--- src/rtl/core/vbr_pkg.sv ---
package vbr_pkg;

   typedef enum logic [1:0] {
      REQ_VIDEO_WR = 2'd0,
      REQ_RENDER   = 2'd1,
      REQ_FONT_WR  = 2'd2,
      REQ_PAL_WR   = 2'd3
   } req_kind_type;

   localparam logic [1:0]  MODE_TEXT        = 2'd0;
   localparam logic [1:0]  MODE_GFX         = 2'd2;
   localparam logic [15:0] TEXT_LIMIT       = 16'd4000;
   localparam logic [3:0]  CURSOR_FIRST_ROW = 4'd14;
   localparam logic [7:0]  DIV5_MUL         = 8'd205;
   localparam int          FONT_BYTES       = 4096;
   localparam int          PAL_BYTES        = 512;

   localparam logic [2:0] REG_VIDEO_MODE   = 3'd0;
   localparam logic [2:0] REG_SUPPRESS     = 3'd1;
   localparam logic [2:0] REG_CURSOR_COL   = 3'd2;
   localparam logic [2:0] REG_CURSOR_ROW   = 3'd3;
   localparam logic [2:0] REG_BLINK_PHASE  = 3'd4;

   typedef struct packed {
      logic [1:0] video_mode;
      logic       render_suppress;
      logic [6:0] cursor_column;
      logic [4:0] cursor_row;
      logic       cursor_blink_phase;
   } cfg_type;

   // classified request as it waits between front and back
   typedef struct packed {
      req_kind_type kind;
      logic [15:0]  address;
      logic [7:0]   data;
      logic         text;
      logic         gfx;
      logic [7:0]   quot;
   } entry_type;

   typedef struct packed {
      logic [10:0] screen_x;
      logic [9:0]  screen_y;
      logic [7:0]  pixel_mask;
      logic [3:0]  pixel_count;
      logic [2:0]  pixel_size;
      logic [23:0] fg_color;
      logic [23:0] bg_color;
      logic        last;
   } row_type;

   function automatic logic [23:0] rgb(input logic [7:0] gb, input logic [7:0] r);
      return {r[3:0], 4'h0, gb[7:4], 4'h0, gb[3:0], 4'h0};
   endfunction

endpackage

--- src/rtl/core/vbr_front.sv ---
module vbr_front (
   input  logic                clock,
   input  logic                reset,
   input  vbr_pkg::cfg_type    cfg,
   input  logic                hold,
   input  logic                in_valid,
   output logic                in_ready,
   input  logic [1:0]          in_kind,
   input  logic [15:0]         in_address,
   input  logic [7:0]          in_data,
   output logic                q_valid,
   output vbr_pkg::entry_type  q_entry,
   input  logic                q_pop
);

   vbr_pkg::entry_type q_ff [2];
   logic [1:0]         cnt_ff, cnt_in;
   logic               wr_ptr_ff, wr_ptr_in;
   logic               rd_ptr_ff, rd_ptr_in;

   vbr_pkg::entry_type ent;
   logic               renders;
   logic [9:0]         div_in;
   logic [17:0]        div_prod;
   logic               push, pop;

   always_comb begin
      ent.kind    = vbr_pkg::req_kind_type'(in_kind);
      ent.address = in_address;
      ent.data    = in_data;
      renders     = (ent.kind == vbr_pkg::REQ_VIDEO_WR || ent.kind == vbr_pkg::REQ_RENDER)
                    && !cfg.render_suppress;
      ent.text    = renders && cfg.video_mode == vbr_pkg::MODE_TEXT
                    && in_address < vbr_pkg::TEXT_LIMIT;
      ent.gfx     = renders && cfg.video_mode == vbr_pkg::MODE_GFX;
      // text row = cell/80 = (a>>5)/5, graphics row = a/320 = (a>>6)/5
      div_in      = ent.text ? in_address[14:5] : in_address[15:6];
      div_prod    = 18'(div_in) * 18'(vbr_pkg::DIV5_MUL);
      ent.quot    = div_prod[17:10];
   end

   assign in_ready = !hold && cnt_ff != 2'd2;
   assign push     = in_valid && in_ready;
   assign pop      = q_pop && q_valid;
   assign q_valid  = cnt_ff != 2'd0;
   assign q_entry  = q_ff[rd_ptr_ff];

   always_comb begin
      wr_ptr_in = push ? !wr_ptr_ff : wr_ptr_ff;
      rd_ptr_in = pop ? !rd_ptr_ff : rd_ptr_ff;
      cnt_in    = cnt_ff + 2'(push) - 2'(pop);
   end

   always_ff @(posedge clock) begin
      if (reset) begin
         cnt_ff    <= 2'd0;
         wr_ptr_ff <= 1'b0;
         rd_ptr_ff <= 1'b0;
      end else begin
         cnt_ff    <= cnt_in;
         wr_ptr_ff <= wr_ptr_in;
         rd_ptr_ff <= rd_ptr_in;
      end
   end

   always_ff @(posedge clock) begin
      if (push) begin
         q_ff[wr_ptr_ff] <= ent;
      end
   end

endmodule

--- config.mk ---
export PLATFORM = sky130hd
export DESIGN_NAME = vbr_front
export DESIGN_NICKNAME = d
export VERILOG_FILES = /design/src/rtl/core/vbr_pkg.sv /design/src/rtl/core/vbr_front.sv
export SDC_FILE = /design/constraint.sdc
export NUM_CORES = 1
export LEC_CHECK = 0
export BUFFER_PORTS_ARGS = -buffer_cell sky130_fd_sc_hd__buf_2
export CORE_MARGIN = 2
export CORE_UTILIZATION = 43
export DETAILED_ROUTE_END_ITERATION = 10
export PLACE_DENSITY = 0.64
export SYNTH_ARGS = -nofsm -noshare
export SYNTH_HDL_FRONTEND = slang
export SYNTH_SLANG_ARGS = --single-unit
--- constraint.sdc ---
create_clock -name clock -period 6.05 [get_ports clock]
set_input_delay 1.21 -clock clock [delete_from_list [all_inputs] [get_ports clock]]
set_output_delay 1.21 -clock clock [all_outputs]
set_load 0.03 [all_outputs]
* Word-level counts from Yosys, hierarchy flattened
Memory sizes are Yosys's and may differ from the RTL's. A register that Yosys moved wholly into a read port is not among the register bits.
Index checks and enable logic that the tools add are counted.
** Word-level totals
- Memories kept :: 1
- Memory bits (writable) :: 72
- Input bits :: 47
- Output and inout port bits :: 38
- Register bits :: 4
** Operators by class
- $add $sub $neg :: 2
- Reductions and logical operators :: 15
- Muxes and demuxes :: 5
- Equal/unequal tests :: 3
- $lt $le $gt $ge :: 1
- $mul :: 1
** Memories
- q_ff :: words 2, width 36, read ports 1, clocked after Yosys merged registers in 1, wr ports 1, line vbr_front.sv:16 : vbr_pkg::entry_type q_ff [2];
** Operators by type and width (number)
- 10-bit by 8-bit multiplier with 18-bit output, second input constant :: 1
- 16-bit by 12-bit < comparator with 1-bit output, second input constant :: 1
- 10-bit 2-to-1 mux :: 1
- 1-bit logical AND :: 7
- 1-bit zero test :: 4
- 2-bit zero test :: 2
- 1-bit 2-to-1 mux :: 4
- 2-bit by 1-bit adder with 2-bit output :: 1
- 2-bit by 1-bit equality test with 1-bit output, second input constant :: 1
- 2-bit equality test, second input constant :: 1
- 2-bit != test, second input constant :: 1
- 2-bit nonzero test :: 1
- 2-bit by 1-bit subtractor with 2-bit output :: 1
- 1-bit logical OR :: 1

* Depth between registers and ports, before layout
Gate-level depths: netlist of run 1.
- Depth in word-level cells :: 7
- Gate-level depth with buffers :: 19
- Mapped depth without buffers :: 19

* Worst setup path after synthesis of run 1
No wires, ideal clock.
- Path kind :: input port to flip-flop
- Start point :: input port in_kind[1]
- End point :: memory q_ff[0][7] (netlist name) (data pin)
- Arrival time :: 5681 ps
- Setup slack :: 97 ps
- Stages on the path :: 18
- Buffers on the path :: 0
- Cell sequence :: nor3_2 > nand3_2 > nor2_1 > mux2_2 > ha_1 > inv_1 > fa_1 > inv_1 > fa_1 > fa_1 > ha_1 > nand4_1 > nor2_1 > nor4b_1 > or3b_4 > o2111a_1 > nor4b_1 > a211oi_2
** RTL lines
- start: declaration :: line vbr_front.sv:8 : input logic [1:0] in_kind,
- end: declaration :: line vbr_front.sv:16

==> qor.txt, run 1 <==
run status - completed
Clk Tree Root Cell - clkbuf_8
routability cong. - 0.812
io pins - 85
commonest non-fill, non-tap cell in the layout - edfxtp_1
largest net degree at the start of global routing - 37
Crit path required time - 6.14 ns
total number of vias - 2626
fmax - 172 MHz
Cell Chain, Critical Path - buf_2, nor3_4, nand3_2, nor2_4, mux2_2, ha_1, inv_1, fa_1, inv_1, fa_1, fa_1, ha_1, nand4_1, nor2_1, nor4b_1, or3b_4, o2111a_1, nor4b_1, a211oi_2
Seq/Total Area, Yosys - 51.8%
startpoint types - primary input
dominant cell type by area after synthesis - edfxtp_1
Mapped Avg Cell Area - 14.3 um^2
Bufs on Longest Clock Path - 2
slowest CP cell - fa_1
RSZ-0062 raised after global routing - false
most frequent CP cell - fa_1
Total GRT Usage - 15.3%
TritonCTS clock tree - yes
DR iter-0 viols - 103
max-cap violation count - 0
CP arrival - 5.89 ns
drt total wl - 7910 um
Peak VDD IR - 0.147 mV
vias in the first global route - 2717
synthesized area - 0.00437 mm^2
post-synthesis cell type count - 36
Final Setup Violations - 0
syn_nets - 420
# DRC - 0
layout cells sized above 1 - 40.1%
post-synthesis adder-cell area fraction - 22.1%
crit path kind - in2reg
Lkg Pwr - 2.30 nW
hold crit path type - reg2reg
Final Skew - 0.00364 ns
first-pass GRT wire length - 13000 um
CTS H-tree lvls - 3
initial antenna violation count - 0
nature of the critical path endpoint - register
Synth Area in Simple Gates - 4.38%
post-layout util - 53.3%
Hold Fails Final Rpt - 0
DP Cell Count - 527
remaining antenna violation count - 0
Area Growth Syn to Fin - 19.7%
core box area - 0.00982 mm^2
Slew HR - 28.3%
PwrDens - 361 mW/mm^2
Synth Register Bits - 77
dominant cells by area after synthesis - edfxtp_1 (49%), ha_1 (14%), mux2_2 (11%)
GRT overflow - 0
clock sinks - 77
Die Ht - 105 um
DIE AREA - 0.0110 mm^2
cts bufs inserted - 9
Starting Density - 44.5%
Max Slew Vio Count - 0
Synth Warn # - 0
chip width - 105 um
Final nets - 519
final period utilization - 95.9%
share of the synthesized area in the top cell type - 49.5%
Slew @ Worst Pin - 1.07 ns
worst skew pair latency - 0.35 ns
Antenna Cells - 0
Initial DRT Pass Iterations - 4
Post-Synth XOR/XNOR Area - 2.41%
clock slew at reported path FFs - 0.07 ns
min Tclk post-route - 5.80 ns
Post-DP HPWL - 5880 um
Vias/cell - 4.85
highest-count cells in the layout ignoring fill and taps - edfxtp_1 (72), buf_2 (71), ha_1 (50), inv_1 (44), mux2_2 (42)
WHS - 0.518 ns
CP max stage delay - 0.53 ns
CP Max Fanout - 4
cells after synthesis - 306
Port Buffer Count - 71
fin cells - 542
per-cell routed wire length - 14.6 um
row cnt - 36
largest family of logic cells by synthesized area - adder cells
fillers - 876
post-synthesis mux area share - 10.8%
post-synthesis compound-gate area fraction - 4.10%
setup TNS - 0 ns
-- flip-flops by register name, indices dropped and copies added, names as in the netlist, named ones only --
signal and cells:
cnt_ff 2, q_ff 72, rd_ptr_ff 1, wr_ptr_ff 1
-- cells by family after synthesis --
kind of cell    Yosys count
compound gates           25
xor+xnor                 12
fa+ha+maj                67
buf+inv                  51
flops                    77
mux                      42
simple gates             32
-- metrics by stage --
| stage | area (um^2) | power, mW | setup WS (ns) |
|---|---|---|---|
| after floorplan | 4370 | 1.36 | 0.0967 |
| after global placement | 5050 | 1.57 | -0.297 |
| after detailed placement | 5050 | 1.58 | -0.303 |
| after CTS | 5210 | 1.92 | 0.0902 |
| after global routing | 5230 | 2.03 | 0.0287 |
| final | 5230 | 1.89 | 0.248 |
-- Yosys cell counts --
master and number:
edfxtp_1 72, ha_1 50, inv_1 44, mux2_2 42, fa_1 17, nor2_1 10, a21oi_1 8, clkbuf_1 7
xor2_1 7, dfxtp_1 5, nand2_1 5, xnor2_1 5, o21ai_0 4, a21o_1 3, and3_1 2, nand4_1 2
nor3_2 2, nor4b_1 2, o211ai_1 2, a211oi_2 1, a22o_1 1, a31o_2 1, and2_1 1, and2_2 1
nand2b_1 1, nand2b_4 1, nand3_2 1, nor2b_1 1, nor3_1 1, o2111a_1 1, o2111ai_1 1, o21a_1 1
o21bai_1 1, o311ai_2 1, or2_2 1, or3b_4 1
-- layout make-up --
type | instances | area (um^2) | area share (%)
repair buffers | 95 | 536 | 10.2
clock inverters | 5 | 28.8 | 0.550
clock buffers | 10 | 128 | 2.44
inverters | 44 | 165 | 3.16
multi-input cells | 178 | 1940 | 37.2
flip-flops and latches | 77 | 2260 | 43.3
well taps | 133 | 166 | 3.18
-- layer usage --
layer | wire length, um | track usage [%] | vias to the layer above
met5 | 0 | 0 | -
met4 | 118 | 5.62 | 0
met3 | 364 | 4.62 | 8
met2 | 3620 | 23.5 | 56
met1 | 3810 | 20.5 | 1268
li1 | - | - | 1294
-- critical path: cells and delay by family --
kind                     cells  cell delay, ns
adder cells (fa/ha/maj)      5            2.16
AO/OA/AOI/OAI                2            0.38
buffers and inverters        3            0.24
multiplexers                 1            0.38
AND/OR/NAND/NOR              8            1.54
-- worst paths after layout --
| check | depth (start not counted) | start | to | slack [ns] |
|---|---|---|---|---|
| max | 19 | in_kind[1] | q_ff[0][7] | 0.25 |
| min | 2 | rd_ptr_ff | register | 0.52 |
| max reg2reg | 4 | cnt_ff[0] | q_ff[0][30] | 3.99 |
| min reg2reg | 2 | rd_ptr_ff | register | 0.52 |
-- repair_timing --
item	CTS	global route
buffers inserted	0	0
setup endpoints to repair	0	8
hold buffers	0	0
resized for setup	0	4
-- power breakdown --
group	internal, mW	leakage [nW]	switching, mW
combinational	0.350	1.52	0.477
sequential	0.688	0.703	0.0474
clock	0.144	0.0756	0.183
total	1.18	2.30	0.707
Note: power is estimated with default switching activity, not from simulation.
==> inputs of run 2 (changes only) <==
--- a/config.mk
+++ b/config.mk
@@ -6,8 +6,10 @@
 export NUM_CORES = 1
 export LEC_CHECK = 0
 export BUFFER_PORTS_ARGS = -buffer_cell sky130_fd_sc_hd__buf_2
+export CAP_MARGIN = 10
 export CORE_MARGIN = 2
 export CORE_UTILIZATION = 43
+export CTS_BUF_LIST = sky130_fd_sc_hd__clkbuf_8
 export DETAILED_ROUTE_END_ITERATION = 10
 export PLACE_DENSITY = 0.64
 export SYNTH_ARGS = -nofsm -noshare
==> qor.txt, run 2 (synthesis gave the netlist of run 1 again) <==
run status - completed
total number of vias - 2626 (unchanged)
Setup WS pre-CTS - -0.303 ns (unchanged)
RSZ-0062 raised after global routing - false
Die Ht - 105 um (unchanged)
critical path startpoint - in_kind[1]
Bufs on Longest Clock Path - 2 (unchanged)
min Tclk post-route - 5.80 ns (unchanged)
Final nets - 519 (unchanged)
per-cell routed wire length - 14.6 um (unchanged)
DR iter-0 viols - 103 (unchanged)
GRT overflow - 0 (unchanged)
row cnt - 36 (unchanged)
CP arrival - 5.89 ns (about the same)
largest net degree at the start of global routing - 37 (unchanged)
Cell Chain, Critical Path - buf_2, nor3_4, nand3_2, nor2_4, mux2_2, ha_1, inv_1, fa_1, inv_1, fa_1, fa_1, ha_1, nand4_1, nor2_1, nor4b_1, or3b_4, o2111a_1, nor4b_1, a211oi_2
Area Growth Syn to Fin - 19.7% (unchanged)
fillers - 876 (unchanged)
Crit path required time - 6.14 ns (about the same)
clock slew at reported path FFs - 0.07 ns (about the same)
Sw Share - 37.5% (about the same)
most frequent CP cell - fa_1
commonest non-fill, non-tap cell in the layout - edfxtp_1
max-cap violation count - 0 (unchanged)
DIE AREA - 0.0110 mm^2 (unchanged)
CP max stage delay - 0.53 ns (about the same)
clock sinks - 77 (unchanged)
io pins - 85 (unchanged)
Final Skew - 0.00389 ns (+0.000253 ns)
Slew @ Worst Pin - 1.07 ns (unchanged)
CTS H-tree lvls - 3 (unchanged)
max reg flops - 72 (unchanged)
Comb pwr share - 43.8% (about the same)
core box area - 0.00982 mm^2 (unchanged)
first-pass GRT wire length - 13000 um (unchanged)
P_sw - 707 uW (about the same)
chip width - 105 um (unchanged)
vias in the first global route - 2717 (unchanged)
fmax - 172 MHz (unchanged)
remaining antenna violation count - 0 (unchanged)
Starting Density - 44.5% (unchanged)
FF-to-FF Start - cnt_ff[0]
startpoint types - primary input
Lkg Pwr - 2.30 nW (+0.18%)
Max Slew Vio Count - 0 (unchanged)
Vias/cell - 4.85 (unchanged)
largest registers - q_ff (72), cnt_ff (2)
highest-count cells in the layout ignoring fill and taps - edfxtp_1 (72), buf_2 (71), ha_1 (50), inv_1 (45), mux2_2 (42)
drt total wl - 7910 um (unchanged)
Antenna Cells - 0 (unchanged)
cts bufs inserted - 9 (unchanged)
Total GRT Usage - 15.3% (unchanged)
Slew HR - 28.3% (unchanged)
Worst Hold Launch - rd_ptr_ff
clock share of power - 17.2% (about the same)
initial antenna violation count - 0 (unchanged)
Pwr Total - 1.89 mW (about the same)
worst skew pair latency - 0.35 ns (about the same)
Buf/Inv on CP - 3 (unchanged)
Flop pwr share - 39.0% (about the same)
Post-DP HPWL - 5880 um (unchanged)
Hold Fails Final Rpt - 0 (unchanged)
PwrDens - 361 mW/mm^2 (about the same)
Port Buffer Count - 71 (unchanged)
slowest CP cell - fa_1
TritonCTS clock tree - yes
post-layout util - 53.3% (unchanged)
final period utilization - 95.9% (unchanged)
routability cong. - 0.812 (unchanged)
dpl cell area - 0.00505 mm^2 (unchanged)
crit path kind - in2reg
hold crit path type - reg2reg
CP Max Fanout - 4 (unchanged)
Initial DRT Pass Iterations - 4 (unchanged)
Top reg by flops - q_ff
Int Pwr - 1.18 mW (-0.14%)
layout cells sized above 1 - 40.1% (unchanged)
Final Setup Violations - 0 (unchanged)
Clk Tree Root Cell - clkbuf_8
nature of the critical path endpoint - register
cts hold-fix bufs - 0 (unchanged)
Peak VDD IR - 0.147 mV (about the same)
design area - 0.00523 mm^2 (unchanged)
CP top delay family - adder cells
PnR worst setup slack - 0.248 ns (unchanged)
# DRC - 0 (unchanged)
==> run 2: worst reg2reg max path: cells and delay by family, from the launching register on <==
kind	cells	cell delay, ns
AO/OA/AOI/OAI	1	0.23
buffers and inverters	1	0.04
flip-flops	1	0.35
AND/OR/NAND/NOR	2	1.04
==> run 2: through the flow <==
stage | cells | TNS [ns] | hold WS (ns)
after global routing | 542 | 0 | 0.580
after detailed placement | 527 | -2.80 | 0.500
final | 542 | 0 | 0.518
after floorplan | 306 | 0 | 0.481
after global placement | 527 | -2.69 | 0.496
after CTS | 542 | 0 | 0.523
==> run 2: power by group through the flow <==
stage | Combinational, mW | Sequential [mW] | Clock (mW)
after floorplan | 0.651 | 0.713 | 0
after global placement | 0.819 | 0.747 | 0
after detailed placement | 0.832 | 0.749 | 0
after CTS | 0.839 | 0.738 | 0.338
after global routing | 0.920 | 0.745 | 0.361
final | 0.826 | 0.736 | 0.325
==> run 2: layer usage <==
| layer | vias up | global-route usage [%] | part of all wire (%) |
|---|---|---|---|
| li1 | 1294 | - | - |
| met1 | 1268 | 20.5 | 48 |
| met2 | 56 | 23.5 | 46 |
| met3 | 8 | 4.62 | 4.6 |
| met4 | 0 | 5.62 | 1.5 |
| met5 | - | 0 | 0 |
==> run 2: timing repair <==
| item | 4_1_cts | 5_1_grt |
|---|---|---|
| resized for setup | 0 | 4 |
| setup buffers | 0 | 0 |
| hold endpoints to repair | 0 | 0 |
| endpoints found under the setup margin | 0 | 8 |
==> run 2: cell type report <==
cell class                 instances  area (um^2)  share of cell area, %
sequential                        77         2260                   43.3
clock buffer                       9          124                   2.37
timing repair buffer              95          536                   10.2
multi-input combinational        178         1940                   37.2
inverter                          44          165                   3.16
tap                              133          166                   3.18
clock inverter                     6         32.5                  0.622
==> run 2: worst paths after layout <==
kind | endpoint | slack [ns] | cells after the start
setup / recovery | q_ff[0][7] | 0.25 | 19
hold / removal | register | 0.52 | 2
setup reg to reg | q_ff[0][30] | 3.99 | 4
hold reg to reg | register | 0.52 | 2
